## config.mk

```make
export PLATFORM = sky130hd
export DESIGN_NAME = miller_rabin_base_test_unit
export DESIGN_NICKNAME = d
export VERILOG_FILES = /design/src/hdl/mrbt_pkg.sv /design/src/hdl/miller_rabin_base_test_unit.sv /design/src/hdl/mrbt_modmul.sv
export VERILOG_INCLUDE_DIRS = /design/src /design/src/hdl
export SDC_FILE = /design/constraint.sdc
export NUM_CORES = 1
export LEC_CHECK = 0
export BUFFER_PORTS_ARGS = -buffer_cell sky130_fd_sc_hd__buf_2
export CORE_MARGIN = 1.5
export CORE_UTILIZATION = 45
export DETAILED_ROUTE_END_ITERATION = 10
export PLACE_DENSITY = 0.68
export SLEW_MARGIN = 25
export SYNTH_ARGS = -nofsm -noshare
export SYNTH_HDL_FRONTEND = slang
export SYNTH_SLANG_ARGS = --single-unit
```

## constraint.sdc

```tcl
create_clock -name clk -period 6.6 [get_ports clk]
set_input_delay 1.32 -clock clk [delete_from_list [all_inputs] [get_ports clk]]
set_output_delay 1.32 -clock clk [all_outputs]
set_load 0.02 [all_outputs]
```

## src/hdl/miller_rabin_base_test_unit_defines.svh

```systemverilog
// ----------------------------------------------------------------------------
// miller_rabin_base_test_unit_defines.svh
// Assertion macros shared by the Miller-Rabin base test unit.
// ----------------------------------------------------------------------------
`ifndef MILLER_RABIN_BASE_TEST_UNIT_DEFINES_SVH
`define MILLER_RABIN_BASE_TEST_UNIT_DEFINES_SVH

// Same-cycle implication, disabled during reset.
`define MRBT_ASSERT_IMPL(lbl, ante, cons, msg) \
    lbl: assert property (@(posedge clk) disable iff (!rst_n) (ante) |-> (cons)) \
        else $error(msg);

// Next-cycle implication, disabled during reset.
`define MRBT_ASSERT_NEXT(lbl, ante, cons, msg) \
    lbl: assert property (@(posedge clk) disable iff (!rst_n) (ante) |=> (cons)) \
        else $error(msg);

`endif

```

## src/hdl/mrbt_pkg.sv

```systemverilog
// ----------------------------------------------------------------------------
// mrbt_pkg
// Types and constants for the Miller-Rabin base test unit.
// ----------------------------------------------------------------------------
package mrbt_pkg;

    localparam int WIDTH_DEFAULT = 32;

    typedef enum logic [1:0] {
        VERDICT_PROBABLE  = 2'd0,
        VERDICT_COMPOSITE = 2'd1,
        VERDICT_PRIME     = 2'd2
    } verdict_t;

    typedef enum logic [2:0] {
        S_IDLE,
        S_SPLIT,
        S_POW_CHK,
        S_POW_MUL,
        S_POW_SQR,
        S_SQ,
        S_DONE
    } state_t;

    // status of the shared modular multiplier
    typedef struct packed {
        logic busy;
        logic done;
    } mul_stat_t;

endpackage

```

## src/hdl/miller_rabin_base_test_unit.sv

```systemverilog
// ----------------------------------------------------------------------------
// miller_rabin_base_test_unit
// Single-base Miller-Rabin witness test on a WIDTH-bit candidate.
// ----------------------------------------------------------------------------
// Each input word carries a candidate n and one trial base; each produces
// exactly one output word with a verdict (0 probable prime for this base,
// 1 composite, 2 certainly prime when n is two) and base_error, set when n
// is odd and at least three but the base lies outside 2..n-1 (verdict is
// then 0 and no test is run). Even n other than two, zero and one answer
// composite at once. A full test first splits n-1 into u*2^t, then for
// every bit of u runs one check step, one squaring and, where the bit is
// set, one multiply, then up to t more squarings; each multiply runs
// through the single shared shift-add unit at one bit per cycle. The block
// takes one word at a time:
// in_ready is high only when the sequencer is idle, while a finished result
// may still sit in the output register waiting for out_ready.
// ----------------------------------------------------------------------------
`include "miller_rabin_base_test_unit_defines.svh"

module miller_rabin_base_test_unit #(
    parameter int WIDTH = mrbt_pkg::WIDTH_DEFAULT
) (
    input  logic             clk,
    input  logic             rst_n,
    input  logic             in_valid,
    output logic             in_ready,
    input  logic [WIDTH-1:0] n,
    input  logic [WIDTH-1:0] base,
    output logic             out_valid,
    input  logic             out_ready,
    output logic [1:0]       verdict,
    output logic             base_error
);
    import mrbt_pkg::*;

    localparam int TW = (WIDTH > 1) ? $clog2(WIDTH) : 1;
    localparam logic [WIDTH-1:0] ONE = WIDTH'(1);
    localparam logic [WIDTH-1:0] TWO = WIDTH'(2);

    state_t state_reg, state_next;

    // working registers
    logic [WIDTH-1:0] n_reg,   n_next;
    logic [WIDTH-1:0] b_reg,   b_next;     // running power base
    logic [WIDTH-1:0] e_reg,   e_next;     // remaining exponent / n-1 split
    logic [WIDTH-1:0] acc_reg, acc_next;   // power accumulator, later prev
    logic [TW-1:0]    t_reg,   t_next;
    logic             issued_reg, issued_next;
    verdict_t         vd_reg,  vd_next;
    logic             err_reg, err_next;

    // output register
    logic             out_valid_reg, out_valid_next;
    verdict_t         verdict_reg;
    logic             base_error_reg;
    logic             out_load;

    // multiplier hookup
    logic             mul_start;
    logic [WIDTH-1:0] mul_x;
    logic [WIDTH-1:0] mul_y;
    mul_stat_t        mul_stat;
    logic [WIDTH-1:0] mul_res;

    logic             accept;
    logic [WIDTH-1:0] n_minus_one;

    assign accept      = in_valid && in_ready;
    assign in_ready    = (state_reg == S_IDLE);
    assign n_minus_one = n_reg - ONE;

    mrbt_modmul #(
        .WIDTH (WIDTH)
    ) u_modmul (
        .clk    (clk),
        .rst_n  (rst_n),
        .start  (mul_start),
        .x      (mul_x),
        .y      (mul_y),
        .m      (n_reg),
        .stat   (mul_stat),
        .result (mul_res)
    );

    always_ff @(posedge clk or negedge rst_n)
    begin
        if (!rst_n)
        begin
            state_reg     <= S_IDLE;
            issued_reg    <= 1'b0;
            out_valid_reg <= 1'b0;
        end
        else
        begin
            state_reg     <= state_next;
            issued_reg    <= issued_next;
            out_valid_reg <= out_valid_next;
        end
    end

    always_ff @(posedge clk)
    begin
        n_reg   <= n_next;
        b_reg   <= b_next;
        e_reg   <= e_next;
        acc_reg <= acc_next;
        t_reg   <= t_next;
        vd_reg  <= vd_next;
        err_reg <= err_next;
        if (out_load)
        begin
            verdict_reg    <= vd_reg;
            base_error_reg <= err_reg;
        end
    end

    always_comb
    begin
        state_next  = state_reg;
        n_next      = n_reg;
        b_next      = b_reg;
        e_next      = e_reg;
        acc_next    = acc_reg;
        t_next      = t_reg;
        issued_next = issued_reg;
        vd_next     = vd_reg;
        err_next    = err_reg;
        mul_start   = 1'b0;
        mul_x       = acc_reg;
        mul_y       = b_reg;
        out_load    = 1'b0;

        unique case (state_reg)
            S_IDLE:
            begin
                if (accept)
                begin
                    n_next   = n;
                    b_next   = base;
                    e_next   = n - ONE;
                    acc_next = ONE;
                    t_next   = '0;
                    err_next = 1'b0;
                    vd_next  = VERDICT_PROBABLE;
                    priority if (n == TWO)
                    begin
                        vd_next    = VERDICT_PRIME;
                        state_next = S_DONE;
                    end
                    else if (!n[0] || n == ONE)
                    begin
                        vd_next    = VERDICT_COMPOSITE;
                        state_next = S_DONE;
                    end
                    else if (base < TWO || base >= n)
                    begin
                        err_next   = 1'b1;
                        state_next = S_DONE;
                    end
                    else
                    begin
                        state_next = S_SPLIT;
                    end
                end
            end

            S_SPLIT:
            begin
                // strip trailing zeros of n-1
                if (!e_reg[0])
                begin
                    e_next = {1'b0, e_reg[WIDTH-1:1]};
                    t_next = t_reg + 1'b1;
                end
                else
                begin
                    state_next = S_POW_CHK;
                end
            end

            S_POW_CHK:
            begin
                priority if (e_reg == '0)
                begin
                    state_next = S_SQ;
                end
                else if (e_reg[0])
                begin
                    state_next = S_POW_MUL;
                end
                else
                begin
                    state_next = S_POW_SQR;
                end
            end

            S_POW_MUL:
            begin
                mul_x = acc_reg;
                mul_y = b_reg;
                if (!issued_reg)
                begin
                    mul_start   = 1'b1;
                    issued_next = 1'b1;
                end
                else if (mul_stat.done)
                begin
                    acc_next    = mul_res;
                    issued_next = 1'b0;
                    state_next  = S_POW_SQR;
                end
            end

            S_POW_SQR:
            begin
                mul_x = b_reg;
                mul_y = b_reg;
                if (!issued_reg)
                begin
                    mul_start   = 1'b1;
                    issued_next = 1'b1;
                end
                else if (mul_stat.done)
                begin
                    b_next      = mul_res;
                    e_next      = {1'b0, e_reg[WIDTH-1:1]};
                    issued_next = 1'b0;
                    state_next  = S_POW_CHK;
                end
            end

            S_SQ:
            begin
                mul_x = acc_reg;
                mul_y = acc_reg;
                if (!issued_reg)
                begin
                    if (t_reg == '0)
                    begin
                        // Fermat check on the final value
                        vd_next    = (acc_reg != ONE) ? VERDICT_COMPOSITE
                                                      : VERDICT_PROBABLE;
                        state_next = S_DONE;
                    end
                    else
                    begin
                        mul_start   = 1'b1;
                        issued_next = 1'b1;
                    end
                end
                else if (mul_stat.done)
                begin
                    issued_next = 1'b0;
                    // nontrivial square root of one
                    if (mul_res == ONE && acc_reg != ONE && acc_reg != n_minus_one)
                    begin
                        vd_next    = VERDICT_COMPOSITE;
                        state_next = S_DONE;
                    end
                    else
                    begin
                        acc_next = mul_res;
                        t_next   = t_reg - 1'b1;
                    end
                end
            end

            S_DONE:
            begin
                if (!out_valid_reg || out_ready)
                begin
                    out_load   = 1'b1;
                    state_next = S_IDLE;
                end
            end

            default:
            begin
                state_next = S_IDLE;
            end
        endcase
    end

    assign out_valid_next = out_load || (out_valid_reg && !out_ready);

    assign out_valid  = out_valid_reg;
    assign verdict    = verdict_reg;
    assign base_error = base_error_reg;

    // ---- assertions ----
    `MRBT_ASSERT_IMPL(a_start_idle_mul, mul_start, !mul_stat.busy && !mul_stat.done, "multiplier restarted while in flight")
    `MRBT_ASSERT_IMPL(a_done_issued, mul_stat.done, issued_reg, "multiplier result with no request outstanding")
    `MRBT_ASSERT_IMPL(a_acc_reduced, state_reg == S_SQ || state_reg == S_POW_MUL || state_reg == S_POW_SQR, acc_reg < n_reg && b_reg < n_reg, "working value not reduced modulo n")
    `MRBT_ASSERT_IMPL(a_err_verdict, out_valid && base_error, verdict == VERDICT_PROBABLE, "base error with a nonzero verdict")
    `MRBT_ASSERT_NEXT(a_load_valid, out_load, out_valid, "loaded result not presented")

endmodule

```

## src/hdl/mrbt_modmul.sv

```systemverilog
// ----------------------------------------------------------------------------
// mrbt_modmul
// Shift-add modular multiplier: x * y mod m, one bit of y per cycle, x < m.
// ----------------------------------------------------------------------------
module mrbt_modmul #(
    parameter int WIDTH = mrbt_pkg::WIDTH_DEFAULT
) (
    input  logic               clk,
    input  logic               rst_n,
    input  logic               start,
    input  logic [WIDTH-1:0]   x,
    input  logic [WIDTH-1:0]   y,
    input  logic [WIDTH-1:0]   m,
    output mrbt_pkg::mul_stat_t stat,
    output logic [WIDTH-1:0]   result
);
    import mrbt_pkg::*;

    localparam int CW = (WIDTH > 1) ? $clog2(WIDTH) : 1;

    logic [WIDTH-1:0] acc_reg, acc_next;
    logic [WIDTH-1:0] x_reg;
    logic [WIDTH-1:0] y_reg;
    logic [CW-1:0]    cnt_reg;
    logic             busy_reg;
    logic             done_reg;

    logic [WIDTH+1:0] sum;
    logic [WIDTH+1:0] m1;
    logic [WIDTH+1:0] m2;

    // 2*acc + bit*x < 3m, so at most two subtractions of m
    always_comb
    begin
        sum = {1'b0, acc_reg, 1'b0} + (y_reg[WIDTH-1] ? {2'b00, x_reg} : '0);
        m1  = {2'b00, m};
        m2  = {1'b0, m, 1'b0};
        priority if (sum >= m2)
        begin
            acc_next = WIDTH'(sum - m2);
        end
        else if (sum >= m1)
        begin
            acc_next = WIDTH'(sum - m1);
        end
        else
        begin
            acc_next = WIDTH'(sum);
        end
    end

    always_ff @(posedge clk or negedge rst_n)
    begin
        if (!rst_n)
        begin
            busy_reg <= 1'b0;
            done_reg <= 1'b0;
            cnt_reg  <= '0;
        end
        else
        begin
            done_reg <= 1'b0;
            if (start)
            begin
                busy_reg <= 1'b1;
                cnt_reg  <= CW'(WIDTH - 1);
            end
            else if (busy_reg)
            begin
                cnt_reg <= cnt_reg - 1'b1;
                if (cnt_reg == '0)
                begin
                    busy_reg <= 1'b0;
                    done_reg <= 1'b1;
                end
            end
        end
    end

    always_ff @(posedge clk)
    begin
        if (start)
        begin
            acc_reg <= '0;
            x_reg   <= x;
            y_reg   <= y;
        end
        else if (busy_reg)
        begin
            acc_reg <= acc_next;
            y_reg   <= {y_reg[WIDTH-2:0], 1'b0};
        end
    end

    assign stat.busy = busy_reg;
    assign stat.done = done_reg;
    assign result    = acc_reg;

endmodule
```

After elaboration in Yosys (flattened, before gate mapping)
Cells that the tools add are included.

Register bits after elaboration: 247. Input bits: 68. Logic and storage cells: 160. Output and inout bits: 5.

Add/sub/neg operators: 8. Multiplexer cells: 72. Equality and inequality tests: 25. Reductions and logical operators: 32. Magnitude comparators: 4.

Operators by type and width (count): 2-to-1 mux 32 bit (18); one-hot mux 32 bit (3 select lines) (2); == test 32 x 1 -> 1 bit (second input constant) (2); one-hot mux 32 bit (2 select lines) (1); subtractor 32 x 1 -> 32 bit (second input constant) (2); subtractor 32 bit (2); 2-to-1 mux 3 bit (16); 2-to-1 mux 5 bit (7); adder 33 x 32 -> 34 bit (1); >= comparator 34 x 32 -> 1 bit (1); >= comparator 34 x 33 -> 1 bit (1); == test 32 x 2 -> 1 bit (second input constant) (1); >= comparator 32 bit (1); zero test 32 bit (1); < comparator 32 x 2 -> 1 bit (second input constant) (1); != test 32 x 1 -> 1 bit (second input constant) (1); != test 32 bit (1); one-hot mux 3 bit (7 select lines) (1); 2-to-1 mux 1 bit (17); one-hot mux 5 bit (3 select lines) (1); != test 2 bit (second input constant) (7); 2-to-1 mux 2 bit (6); zero test 5 bit (2); AND reduction 10 bit (1); 22 further kinds (47).

Depth between registers and ports, before layout
Depth after elaboration: 7. Gate-level depth with buffers: 25. Mapped depth without buffers: 23.

By module
A second synthesis with hierarchy kept.

Cells, all modules: 1976. Area, all modules: 18706.7 um^2.

By module, submodules not included: mrbt_modmul (times used 1, sequential area each 2737.6 um^2, area each 9385.3 um^2, cells each 1051); miller_rabin_base_test_unit (times used 1, sequential area each 4299.1 um^2, area each 9321.4 um^2, cells each 925).

Worst setup path after synthesis
Ideal clock, no wire load.

Path kind: register -> register. Start point: register u_modmul.y_reg[31]. End point: register u_modmul.acc_reg[23] (netlist: u_modmul.result[23]). Slack: 1.259 ns. Clock period less this slack: 5.341 ns. Setup time: 0.116 ns. Path buffers: 3. Stages on the path, launching flop included: 26. Required time: 6.484 ns. Arrival time: 5.225 ns. Path through: edfxtp_1 > clkbuf_1 > and2_1 > ha_1 > inv_1 > fa_1 > nand2b_1 > a21oi_1 > o22a_1 > o21ai_1 > o21ai_0 > a21boi_0 > xnor2_1 > ha_1 > clkbuf_1 > a21o_1 > a21o_1 > a21oi_1 > o21ai_0 > a21oi_1 > o31ai_1 > a2111oi_4 > buf_2 > mux2i_1 > a21oi_1 > a31o_2.

Word-level cells in the longest chain between the ends: 5. Elaborated cells on any way between the ends: 8. Classes of those cells: add/sub (3); order compare (2); mux (3).

Ends and longest elaborated chain: from (decl) (RTL line mrbt_modmul.sv:23) `logic [WIDTH-1:0] y_reg;`; from (signal assigned) (RTL line mrbt_modmul.sv:86) `y_reg <= y;`; from (signal assigned) (RTL line mrbt_modmul.sv:91) `y_reg <= {y_reg[WIDTH-2:0], 1'b0};`; 2-to-1 mux 32 bit (*) (RTL line mrbt_modmul.sv:35) `sum = {1'b0, acc_reg, 1'b0} + (y_reg[WIDTH-1] ? {2'b00, x_reg} : '0);`; adder 33 x 32 -> 34 bit (*) (RTL line mrbt_modmul.sv:35); subtractor 32 bit or >= comparator 34 x 32 -> 1 bit (tied branches) (RTL line mrbt_modmul.sv:44, mrbt_modmul.sv:42); 2-to-1 mux 32 bit (RTL line mrbt_modmul.sv:42) `else if (sum >= m1)`; 2-to-1 mux 32 bit (*) (RTL line mrbt_modmul.sv:38) `priority if (sum >= m2)`; to (signal assigned) (RTL line mrbt_modmul.sv:90) `acc_reg <= acc_next;`; to (decl) (RTL line mrbt_modmul.sv:21) `logic [WIDTH-1:0] acc_reg, acc_next;`.

Every way passes the cells marked *; elsewhere a longest branch is shown, timed or not. A chain may end at the register's enable or synchronous reset.

Worst setup path after layout
Start point: register u_modmul.y_reg[31]. End point: register u_modmul.acc_reg[29] (netlist: u_modmul.result[29]).

The elaborated chain is that of the path after synthesis.

==> run metrics <==
status finished clean; first-pass GRT wire length slightly below 90000 um; max-cap violations 0; height of the die slightly above 200 um; routed len/inst about 22 um; clk_lat worst skew about 0.56 ns; Hold Vio Cnt, Final 0; Rows between 70 and 80; number of flops mapped to enable cells by yosys around 200; largest net degree at the start of global routing 66; Tcrit/Tclk final between 90% and 100%; Achievable Freq roughly 0.16 GHz; DRC Markers 0; Mapped Area 18510 um2; Die W about 200 um; fin crit period 6.078 ns; worst slew pin tran about 0.98 ns; CP required slightly above 7 ns; vias between 15000 and 20000; final net count about 2300; core box area 40740 um2; cell chosen for the clock root clkbuf_16; TritonCTS buffer count 26; Top Ports between 70 and 80; startpoint types register; fin area between 20000 and 25000 um2; Fillers about 3800; setup TNS after final layout 0 ns; CTS clk-pin slew, worst paths 0.07 ns; PnR worst setup slack about 0.52 ns; register bit total from synthesis roughly 250; Max Fanout on Critical Path 29; post-CTS setup buffers 0; # port buffers 72; area of the multi-input gates 10870 um2; Critical Setup Path Class register to register; min-delay worst type register to register; synth unique cells 86; sequential share of the synthesized area 38.02%; GRT Util Overall between 20 and 30%; initial antenna violation count 2; pre-CTS WS between 0.5 and 0.6 ns; P&R area growth vs syn 10.15%; clock skew around 0.021 ns; RSZ-0062 raised after global routing false; setup violators final 0; post-synthesis async set-or-reset flop share under 10%; Starting DRT DRC Count around 1700; register area between 7000 and 8000 um2; Final Max Slew Viols 0; relative slew slack between 30% and 40%; Worst Path Arrival between 6 and 7 ns; CTS sink count 247; layout cell share with drive strength beyond 1 around an eighth; RePlAce Congestion around 1.0; grt ovf 0; Post-DP Area just under 20000 um2; Syn Inst Count approximately 2000; hpwl dp 44450 um; Pre-Repair DR Iteration Count 6; Avg Synthesized Cell Area 9.282 um2; Worst setup EP type register; DRT Wirelength 57910 um; Synthesized Nets around 2200; critical-path cell list and2_1 -> ha_1 -> inv_1 -> fa_1 -> nand2b_1 -> a21oi_1 -> o22a_1 -> o21ai_1 -> o31ai_1 -> xor2_1 -> ha_1 -> a21o_1 -> nor3_1 -> o21ai_0 -> nor4b_1 -> o31ai_1 -> a2111oi_2 -> buf_12 -> nand2_1 -> o211ai_1; Post-synth top flop edfxtp_1; antenna-violating nets left 0; delay of the slowest critical-path stage approximately 0.50 ns; Warnings, synthesis 0; Initial Utilization ~45%; H-tree levels 1; DIE AREA between 40000 and 50000 um2; via count of the first global-routing pass 15590; Vias/cell between 6 and 7; Longest Clk Path Bufs 3; CTS tree done; CP max-delay cell edfxtp_1
cell usage in the layout (no fill, tap or decap), types with 16 or more instances in the layout:
master	synthesis	final
a211oi_1	23	23
a21o_1	44	44
a21oi_1	129	127
a31oi_1	49	49
and2_1	38	38
and3_1	49	49
buf_2	5	72
buf_4	0	24
clkbuf_16	0	27
dfxtp_1	32	32
edfxtp_1	203	203
ha_1	136	136
inv_1	97	96
mux2_2	67	67
mux2i_1	23	23
nand2_1	209	209
nand2b_1	18	18
nand3_1	38	38
nand4_1	29	29
nor2_1	144	142
nor3_1	46	45
nor4_1	45	43
o211ai_1	16	16
o21ai_0	122	121
o31ai_1	16	16
xnor2_1	105	105
xor2_1	48	48
worst max-delay path: cells and delay by family (launching register included):
kind,cells,cell delay (ns)
buffers and inverters,2,0.29
AND/OR/NAND/NOR,5,1.29
adder cells (fa/ha/maj),3,0.96
AO/OA/AOI/OAI,9,2.51
flip-flops,1,0.50
XOR/XNOR,1,0.39
cell type report:
| class | instances | share of cell area [%] |
|---|---|---|
| multi-input combinational | 1575 | 53.31 |
| tap | 532 | 3.265 |
| sequential | 247 | 34.51 |
| inverter | 101 | 1.859 |
| clock inverter | 18 | 0.9573 |
| antenna | 1 | 0.01227 |
| clock buffer | 28 | 3.332 |
| timing repair buffer | 97 | 2.749 |
timing repair:
item	in CTS	in global routing
gates resized for setup	0	1
setup endpoints to repair	0	14
hold buffers	0	0
routing by layer:
layer	share of wire, %	GRT usage [%]	up-vias
met5	0.038	0	-
met4	5.5	13.79	4
met3	6.7	3.579	163
met2	45	42.38	675
met1	43	36.99	7797
li1	-	-	7543
kinds of logic after synthesis:
kind of cell	after synthesis	share of synthesized area, %
AND/OR/NAND/NOR	681	18.39
AO/OA/AOI/OAI	510	17.83
flip-flops	247	38.02
buffers and inverters	172	3.522
XOR/XNOR	153	7.240
adder cells (fa/ha/maj)	140	9.626
multiplexers	91	5.381
worst paths after layout:
check                              startpoint             endpoint  slack [ns]  depth (start not counted)
setup / recovery           u_modmul.y_reg[31]  u_modmul.result[29]        0.52                         20
hold / removal                        err_reg           base_error        0.45                          0
setup reg to reg           u_modmul.y_reg[31]  u_modmul.result[29]        0.52                         20
hold reg to reg                       err_reg           base_error        0.45                          0
max in group asynchronous               rst_n    u_modmul.busy_reg        5.72                          1
min in group asynchronous               rst_n            out_valid        0.65                          1
through the flow:
stage | cells | hold slack [ns] | utilization [%]
after global placement | 2552 | 0.4353 | 47.86
after floorplan | 1994 | 0.4003 | -
after CTS | 2598 | 0.4549 | 50.01
after global routing | 2598 | 0.4555 | 50.04
final | 2599 | 0.4536 | 50.05
after detailed placement | 2552 | 0.4433 | 47.86
synthesized netlist by cell type, types with 6 or more instances:
cell type	number	area share, %
a211oi_1	23	0.93
a21boi_0	9	0.37
a21o_1	44	1.8
a21oi_1	129	3.5
a31o_2	6	0.28
a31oi_1	49	1.7
and2_1	38	1.3
and3_1	49	1.7
buf_1	12	0.24
clkbuf_1	54	1.1
dfrtp_1	12	1.6
dfxtp_1	32	3.5
edfxtp_1	203	33
ha_1	136	9.2
inv_1	97	2.0
mux2_2	67	4.1
mux2i_1	23	1.2
nand2_1	209	4.2
nand2b_1	18	0.61
nand3_1	38	1.0
nand4_1	29	0.98
nor2_1	144	2.9
nor2b_1	12	0.41
nor3_1	46	1.2
nor4_1	45	1.5
o211ai_1	16	0.65
o21a_1	11	0.45
o21ai_0	122	3.3
o21bai_1	12	0.49
o221ai_1	7	0.33
o31ai_1	16	0.65
or3_1	12	0.41
xnor2_1	105	5.0
xor2_1	48	2.3
Power is not shown: default switching activity piles up to over one toggle a cycle in this logic, so the estimate is an artifact.
